## src/rtl/stl_pkg.sv

```systemverilog
// ----------------------------------------------------------------------------
// stl_pkg: shared types for the strip to triangle list assembler
// index and count widths, outcome codes, input and result item structs
// ----------------------------------------------------------------------------
package stl_pkg;

    localparam int INDEX_WIDTH = 16;
    localparam int COUNT_WIDTH = 32;
    localparam int SEEN_WIDTH  = 2;

    typedef enum logic [1:0] {
        OUTCOME_NONE    = 2'd0,
        OUTCOME_KEPT    = 2'd1,
        OUTCOME_DROPPED = 2'd2
    } t_outcome;

    typedef struct packed {
        logic [INDEX_WIDTH-1:0] vertex_index;
        logic                   strip_start;
        logic                   mesh_start;
    } t_vertex_in;

    typedef struct packed {
        t_outcome               outcome;
        logic [INDEX_WIDTH-1:0] corner_first;
        logic [INDEX_WIDTH-1:0] corner_second;
        logic [INDEX_WIDTH-1:0] corner_third;
        logic [COUNT_WIDTH-1:0] degenerate_total;
    } t_tri_out;

endpackage

```

## src/rtl/stl_in_stage.sv

```systemverilog
// ----------------------------------------------------------------------------
// stl_in_stage: input register
// holds one incoming vertex item until the assembly stage takes it
// ----------------------------------------------------------------------------
module stl_in_stage (
    input  logic               i_clk,
    input  logic               i_rst_n,
    input  logic               i_valid,
    output logic               o_ready,
    input  stl_pkg::t_vertex_in i_item,
    output logic               o_valid,
    input  logic               i_ready,
    output stl_pkg::t_vertex_in o_item
);
    import stl_pkg::*;

    logic       r_valid;
    t_vertex_in r_item;

    // free, or emptying this cycle
    assign o_ready = !r_valid || i_ready;

    always_ff @(posedge i_clk) begin
        if (!i_rst_n) begin
            r_valid <= 1'b0;
        end else if (o_ready) begin
            r_valid <= i_valid;
        end
    end

    always_ff @(posedge i_clk) begin
        if (i_valid && o_ready) begin
            r_item <= i_item;
        end
    end

    assign o_valid = r_valid;
    assign o_item  = r_item;

endmodule

```

## src/rtl/stl_assemble.sv

```systemverilog
// ----------------------------------------------------------------------------
// stl_assemble: strip state, triangle test and result register
// forms at most one candidate triangle per index and registers the result item
// ----------------------------------------------------------------------------
module stl_assemble (
    input  logic                i_clk,
    input  logic                i_rst_n,
    input  logic                i_valid,
    output logic                o_ready,
    input  stl_pkg::t_vertex_in i_item,
    output logic                o_valid,
    input  logic                i_ready,
    output stl_pkg::t_tri_out   o_item
);
    import stl_pkg::*;

    logic [INDEX_WIDTH-1:0] r_older;
    logic [INDEX_WIDTH-1:0] r_newer;
    logic [SEEN_WIDTH-1:0]  r_seen;
    logic                   r_odd;
    logic [COUNT_WIDTH-1:0] r_count;
    logic                   r_out_valid;
    t_tri_out               r_result;

    logic [SEEN_WIDTH-1:0]  seen_eff;
    logic                   odd_eff;
    logic [COUNT_WIDTH-1:0] count_eff;
    logic                   candidate;
    logic                   degenerate;
    logic                   take;

    logic [SEEN_WIDTH-1:0]  n_seen;
    logic                   n_odd;
    logic [COUNT_WIDTH-1:0] n_count;
    t_tri_out               n_result;

    assign o_ready = !r_out_valid || i_ready;
    assign take    = i_valid && o_ready;

    always_comb begin
        // flags act before the index is handled
        seen_eff   = i_item.strip_start ? '0 : r_seen;
        odd_eff    = i_item.strip_start ? 1'b0 : r_odd;
        count_eff  = i_item.mesh_start ? '0 : r_count;
        candidate  = (seen_eff >= SEEN_WIDTH'(2));
        degenerate = (r_older == r_newer) || (r_newer == i_item.vertex_index)
                     || (r_older == i_item.vertex_index);

        n_seen  = candidate ? seen_eff : seen_eff + SEEN_WIDTH'(1);
        n_odd   = candidate ? !odd_eff : odd_eff;
        n_count = count_eff;
        if (candidate && degenerate && (count_eff != '1)) begin
            n_count = count_eff + COUNT_WIDTH'(1);
        end

        n_result.outcome          = OUTCOME_NONE;
        n_result.corner_first     = '0;
        n_result.corner_second    = '0;
        n_result.corner_third     = '0;
        n_result.degenerate_total = n_count;
        if (candidate) begin
            if (degenerate) begin
                n_result.outcome = OUTCOME_DROPPED;
            end else begin
                n_result.outcome       = OUTCOME_KEPT;
                n_result.corner_first  = r_older;
                // odd triangles swap the last two corners for winding
                n_result.corner_second = odd_eff ? i_item.vertex_index : r_newer;
                n_result.corner_third  = odd_eff ? r_newer : i_item.vertex_index;
            end
        end
    end

    always_ff @(posedge i_clk) begin
        if (!i_rst_n) begin
            r_older     <= '0;
            r_newer     <= '0;
            r_seen      <= '0;
            r_odd       <= 1'b0;
            r_count     <= '0;
            r_out_valid <= 1'b0;
        end else if (take) begin
            r_older     <= r_newer;
            r_newer     <= i_item.vertex_index;
            r_seen      <= n_seen;
            r_odd       <= n_odd;
            r_count     <= n_count;
            r_out_valid <= 1'b1;
        end else if (i_ready) begin
            r_out_valid <= 1'b0;
        end
    end

    always_ff @(posedge i_clk) begin
        if (take) begin
            r_result <= n_result;
        end
    end

    assign o_valid = r_out_valid;
    assign o_item  = r_result;

endmodule

```

## src/rtl/strip_to_triangle_list.sv

```systemverilog
// ----------------------------------------------------------------------------
// strip_to_triangle_list: triangle strip to triangle list assembler
// turns a stream of strip vertex indices into kept or dropped triangles
// ----------------------------------------------------------------------------
// usage
//   input channel carries one vertex index per item with strip_start and
//   mesh_start flags; output channel returns exactly one result item per
//   input item: no triangle yet, a kept triangle with its three corners,
//   or a dropped degenerate triangle, always with the running drop count
//   the input register loads at the accepting edge, and the assembly logic
//   feeds the result register, which holds the result item until it is taken
//   throughput is one item per cycle while the receiver keeps up; the strip
//   state (two previous indices, seen count, parity, drop count) updates in
//   the single assembly stage, so back-to-back items never wait on each other
//   when the receiver stalls, the result register holds its item and the
//   input register still takes one more item, after which o_in_ready drops
//   reset (synchronous, active low) empties both registers and clears the
//   strip state, so a stream without a leading strip flag starts a strip
// ----------------------------------------------------------------------------
module strip_to_triangle_list (
    input  logic                i_clk,
    input  logic                i_rst_n,
    input  logic                i_in_valid,
    output logic                o_in_ready,
    input  stl_pkg::t_vertex_in i_in_item,
    output logic                o_out_valid,
    input  logic                i_out_ready,
    output stl_pkg::t_tri_out   o_out_item
);
    import stl_pkg::*;

    // input register to assembly stage
    logic       stage_valid;
    logic       stage_ready;
    t_vertex_in stage_item;

    // input register: decouples the source from the assembly stage
    stl_in_stage u_in_stage (
        .i_clk   (i_clk),
        .i_rst_n (i_rst_n),
        .i_valid (i_in_valid),
        .o_ready (o_in_ready),
        .i_item  (i_in_item),
        .o_valid (stage_valid),
        .i_ready (stage_ready),
        .o_item  (stage_item)
    );

    // strip state, degenerate test, winding swap and result register
    stl_assemble u_assemble (
        .i_clk   (i_clk),
        .i_rst_n (i_rst_n),
        .i_valid (stage_valid),
        .o_ready (stage_ready),
        .i_item  (stage_item),
        .o_valid (o_out_valid),
        .i_ready (i_out_ready),
        .o_item  (o_out_item)
    );

endmodule

```

## config.mk

```make
export PLATFORM = sky130hd
export DESIGN_NAME = strip_to_triangle_list
export DESIGN_NICKNAME = d
export VERILOG_FILES = /design/src/rtl/stl_pkg.sv /design/src/rtl/stl_in_stage.sv /design/src/rtl/stl_assemble.sv /design/src/rtl/strip_to_triangle_list.sv
export SDC_FILE = /design/constraint.sdc
export NUM_CORES = 1
export LEC_CHECK = 0
export BUFFER_PORTS_ARGS = -buffer_cell sky130_fd_sc_hd__buf_2
export CORE_ASPECT_RATIO = 1.4
export CORE_MARGIN = 3
export CORE_UTILIZATION = 45
export CTS_CLUSTER_SIZE = 20
export DETAILED_ROUTE_END_ITERATION = 8
export PLACE_DENSITY = 0.76
export SLEW_MARGIN = 0
export SYNTH_ARGS = -nofsm -noshare
export SYNTH_HDL_FRONTEND = slang
export SYNTH_SLANG_ARGS = --single-unit
```

## constraint.sdc

```tcl
create_clock -name i_clk -period 9.5 [get_ports i_clk]
set_input_delay 0.475 -clock i_clk [delete_from_list [all_inputs] [get_ports i_clk]]
set_output_delay 0.475 -clock i_clk [all_outputs]
set_load 0.01 [all_outputs]
```

# After elaboration in Yosys (flattened, before gate mapping)
# Cells that the tools add are included.
[totals] ff_bits=169 inputBits=22 out_inout_bits=84 elab_cells=47
[classes] add_sub_neg=2 magnitude_cmp=1 n_eq_ne=4 n_mux=11 bitwise=1 reduce_logical=13
[ops] operator="32-bit 2-to-1 mux" n=2
[ops] operator="16-bit == test" n=3
[ops] operator="32-bit by 1-bit adder with 32-bit output, second input constant" n=1
[ops] operator="16-bit 2-to-1 mux" n=2
[ops] operator="32-bit inequality test, second input constant" n=1
[ops] operator="2-bit 2-to-1 mux" n=3
[ops] operator="1-bit logical AND" n=4
[ops] operator="1-bit logical OR" n=4
[ops] operator="1-bit 2-to-1 mux" n=4
[ops] operator="1-bit zero test" n=3
[ops] operator="2-bit by 1-bit adder with 2-bit output, second input constant" n=1
[ops] operator="2-bit greater-or-equal comparator, second input constant" n=1
[ops] operator="2-bit nonzero test" n=1
[ops] operator="2-bit OR reduction" n=1
[ops] operator="1-bit NOT" n=1

# Depth between registers and ports, before layout
[logic_depth] ltp_word=6 mapped_depth=12 mapped_depth_nobuf=8

# Cells and area by module
# A second synthesis with hierarchy kept.
[hier_totals] cells_unflattened=861 hier_area_um2=8176.6
[modules_own_cells] mod="stl_assemble" instances=1 cells_per_inst=838 area_per_inst_um2=7578.5 seq_area_each_um2=3823.7
[modules_own_cells] mod="stl_in_stage" instances=1 cells_per_inst=23 area_per_inst_um2=598.1 seq_area_each_um2=560.5

# Worst setup path before layout
# OpenSTA, ideal clock, no wires.
[synth_timing] kind="input-to-reg" start="in i_out_ready" end="reg u_assemble.r_result, in the netlist u_assemble.o_item[0] (enable)" setup_ps=479 arrival_time_ps=3212 required_ps=9021 path_slack_ps=5810 path_stages=4 path_buffers=1 cell_sequence="nor2b_1 -> nand2b_1 -> clkinv_1 -> clkbuf_1"
[synth_between] elab_chain_cells=2
[synth_rtl] item="from (decl)" line="strip_to_triangle_list.sv:27" source="input logic i_out_ready,"
[synth_rtl] item="1-bit logical OR" line="stl_assemble.sv:37" source="assign o_ready = !r_out_valid || i_ready;"
[synth_rtl] item="1-bit logical AND" line="stl_assemble.sv:38" source="assign take = i_valid && o_ready;"
[synth_rtl] item="net u_assemble.take" line="stl_assemble.sv:30" source="logic take;"
[synth_rtl] item="to (signal assigned)" line="stl_assemble.sv:96" source="r_result <= n_result;"
[synth_rtl] item="to (decl)" line="stl_assemble.sv:23" source="t_tri_out r_result;"
# The timed path passes the listed nets, and every way through them passes these cells.
# A chain may end at the register's enable or synchronous reset.

# Worst setup path after layout
[layout_timing] start="reg u_in_stage.r_item, in the netlist u_in_stage.o_item[0]" end="reg u_assemble.r_result, in the netlist u_assemble.o_item[7], data pin"
[layout_between] elab_chain_cells=4 word_cells_on_any_way=5 classes_between="add/sub: 1; eq/ne: 1; mux: 2; reduce/logical: 1"
[layout_rtl] item="from (decl)" line="stl_in_stage.sv:18" source="t_vertex_in r_item;"
[layout_rtl] item="from (signal assigned)" line="stl_in_stage.sv:33" source="r_item <= i_item;"
[layout_rtl] item="32-bit 2-to-1 mux (*)" line="stl_assemble.sv:44" source="count_eff = i_item.mesh_start ? '0 : r_count;"
[layout_rtl] item="parallel branches: the longest is 2 deep, another holds 32-bit by 1-bit adder with 32-bit output"
[layout_rtl] item="32-bit 2-to-1 mux (*)" line="stl_assemble.sv:52" source="if (candidate && degenerate && (count_eff != '1)) begin"
[layout_rtl] item="net u_assemble.n_count[7]" line="stl_assemble.sv:34" source="logic [COUNT_WIDTH-1:0] n_count;"
# Mark *: on every way through the listed nets, which the timed path passes.

==> run_results.csv <==
group,metric,value,unit
synthesis,synth-seq-cells,169,
placement,place_congestion,0.968,
layout,drive_gt1_share,16.2,%
min_path,hold_path_end,"u_in_stage.o_item[6]",
synthesis,yosysTopAreaCell,"edfxtp_1",
flow_run,cap_violations,0,
global_route,grt_max_degree,96,
floorplanning,dieHeight,167,µm
worst_setup_path,reg2reg_to,"u_assemble.o_item[7]",
synthesis,synth_top_flop_cell,"edfxtp_1",
route,postRouteAntennaNets,0,
global_route,grt_first_pass_wirelength,34700,µm
route,drt_iter0_drc,633,
clock_tree,ctsHoldBuffers,0,
min_path,hold_path.startpoint,"i_in_item[6]",
power,powerDensity,169,mW/mm²
timing,timing.fmax,0.299,GHz
route,drc,0,
synthesis,synth_edf_count,100,
timing,finalHoldViolations,0,
floorplanning,io_pins,106,
placement,preCtsSetupSlack,6210,ps
layout,multiInputGateArea,0.00366,mm²
synthesis,syn_area,0.00836,mm²
clock_tree,cts_tree,"yes",
clock_tree,cts_sinks,169,
worst_setup_path,worstPathArrival,3510,ps
timing,finalSetupViolations,0,
clock_tree,clkLatencyLatePin,430,ps
synthesis,synth_common_cells,"183 x nand2_1, 100 x edfxtp_1, 83 x a21oi_1",
synthesis,synth.area.top_cells,"edfxtp_1 36%, dfxtp_1 17%, nand2_1 8.2%, xor2_1 5.2%, a21oi_1 5.0%",
power,internal-power,1220,µW
worst_setup_path,end_kind,"flip-flop",
worst_setup_path,worstRegToRegCells,9,
clock_tree,cts.clk_slew.worst_paths,60,ps
placement,dpl.cell_count,1170,
timing,finalCritPeriodShare,35.2,%
route,dr.pass1.iters,5,
clock_tree,cts_buffers,17,
route,viasPerCell,5.87,
power,power_frac_comb,7.2,%
placement,dp_hpwl,14100,µm
timing,period_needed,3340,ps
synthesis,synth.avg_cell_area,9.33,µm²
run_status,status,"complete, no violations",
timing,tightest_slew,1300,ps
layout,regArea,0.00438,mm²
worst_setup_path,crit_required,9670,ps
placement,portBuffers,105,
worst_setup_path,critPathKind,"flip-flop to flip-flop",
route,drt-total-wl,21600,µm
global_route,grt_overflow,0,
power,cellLeakagePower,0.00355,µW
clock_tree,htree_levels,4,
floorplanning,dieArea,0.0203,mm²
floorplanning,rows,58,
clock_tree,clock-root-buffer,"clkbuf_16",
power,peakVddDrop,0.0984,mV
timing,slew_violations,0,
route,wl_per_cell,18.0,µm
global_route,antenna_found_initial,0,
floorplanning,start_util,46.3,%
timing,worst_clock_skew,6.16,ps
layout,n_fill_cell,1616,
floorplanning,fp.dieW,121,µm
layout,area_growth,13.8,%
clock_tree,cts_setup_buffers,0,
layout,nets,972,
clock_tree,postCtsResizedCells,0,
power,power_frac_seq,50.8,%
layout,antenna_cells,0,
global_route,grt_pass1_vias,6685,
synthesis,yosys_warnings,0,
floorplanning,core,0.0181,mm²
power,pwr-share-clk,42.0,%
synthesis,yosysTopAreaCellShare,35.9,%
worst_setup_path,critPathLaunchType,"flip-flop",
timing,setup_ws,6160,ps
worst_setup_path,reg2reg_setup_slack,6160,ps
clock_tree,cts.path.max_buffers,2,
worst_setup_path,crit-reg2reg-launch,"u_in_stage.o_item[0]",
synthesis,ys_async_sr_fraction,0,%
synthesis,yosysUniqueCellTypes,61,
power,p_sw,390,µW
synthesis,syn_inst,896,
worst_setup_path,cp_max_fo,41,
route,vias,7050,
min_path,hold_depth,1,
timing,tns,0,ps
layout,fin_cells,1201,
synthesis,synth.most_common_cell,"nand2_1",
synthesis,yosysSeqAreaShare,52.4,%
timing,rsz0062_at_grt,"false",
timing,slew_headroom,13.6,%
global_route,gr-usage-all-layers,21.7,%
power,swShare,24.2,%
synthesis,syn-num-nets,919,
min_path,hp-class,"input pin to flip-flop",
==> kinds of logic after synthesis <==
group | Yosys count | share of synthesized area, %
AO/OA/AOI/OAI | 177 | 12.8
buffers and inverters | 83 | 3.89
XOR/XNOR | 54 | 5.66
adder cells (fa/ha/maj) | 1 | 0.150
flip-flops | 169 | 52.4
AND/OR/NAND/NOR | 412 | 25.1
==> state kept, by name, indices dropped and copies added (netlist names) <==
signal,cells
u_assemble.r_older,16
u_assemble.r_newer,16
u_in_stage.o_item,18
u_assemble.r_count,32
u_assemble.o_valid,1
u_in_stage.o_valid,1
u_assemble.r_odd,1
u_assemble.r_seen,2
u_assemble.o_item,82
==> final cells by class <==
| cell class | instances | share of cell area, % |
|---|---|---|
| Clock buffer | 20 | 4.70 |
| Clock inverter | 11 | 1.29 |
| Timing Repair Buffer | 111 | 6.00 |
| Sequential cell | 169 | 46.1 |
| Inverter | 6 | 0.263 |
| Multi-Input combinational cell | 644 | 38.5 |
| Tap cell | 240 | 3.16 |
==> power groups by stage <==
stage	registers [µW]	clock network (µW)	logic, µW
after global routing	820	719	127
after global placement	833	0	115
after CTS	818	686	117
after floorplan	832	0	77.6
final	818	676	116
after detailed placement	833	0	116
==> worst max-delay path, cell delays in order (launching register included) <==
cell      delay, ps
edfxtp_1        350
buf_4           270
nor2b_1         280
ha_1            290
nand4b_1        230
nor3_1          580
nand3_2         490
nand4_1         360
or3_1           140
a21oi_1          60
==> worst max path at each step <==
stage,from,to,cells past startpoint
2_1_floorplan,i_out_ready,u_assemble.o_item[0],4
3_3_place_gp,u_in_stage.o_item[0],u_assemble.o_item[5],9
3_5_place_dp,u_in_stage.o_item[0],u_assemble.o_item[7],9
4_1_cts,u_in_stage.o_item[0],u_assemble.o_item[7],9
5_1_grt,u_in_stage.o_item[0],u_assemble.r_count[16],9
6_report,u_in_stage.o_item[0],u_assemble.o_item[7],9
==> per-stage QoR <==
stage               cell area, µm²  hold slack, ps  power, µW  util [%]
detailed placement            8940             491        949      49.5
CTS                           9510             196       1620      52.6
global placement              8940             472        948      49.5
finish                        9510             213       1610      52.6
global route                  9510             189       1670      52.6
floorplan                     8360             449        909         -
==> cells in the final DEF (no fill, tap or decap), types with 4 or more instances in the layout <==
cell / instances
a21o_1: 4
nand4_1: 30
edfxtp_1: 100
and4_1: 6
o311ai_0: 5
a21oi_1: 83
nor3_1: 12
o211ai_1: 5
or3_1: 18
clkbuf_16: 17
dfxtp_1: 69
buf_2: 105
inv_1: 4
or4_1: 17
o31ai_1: 10
nand2_1: 183
a31oi_1: 25
nand2b_1: 6
nor2b_1: 16
nor2_1: 28
xnor2_1: 4
or2_2: 6
nor4_1: 19
o21a_1: 4
and2_1: 9
xor2_1: 50
clkinv_2: 4
o21ai_0: 22
nand4b_1: 5
nand3_1: 19
buf_4: 6
and3_1: 25
==> routing by layer <==
layer	share of wire (%)	track usage [%]	vias to the layer above
met2	52	37.7	238
met5	0	0	-
met3	4.7	5.24	72
met4	4.8	10.6	0
li1	-	-	3359
met1	39	24.9	3381
Note: power is estimated with default switching activity, not from simulation.
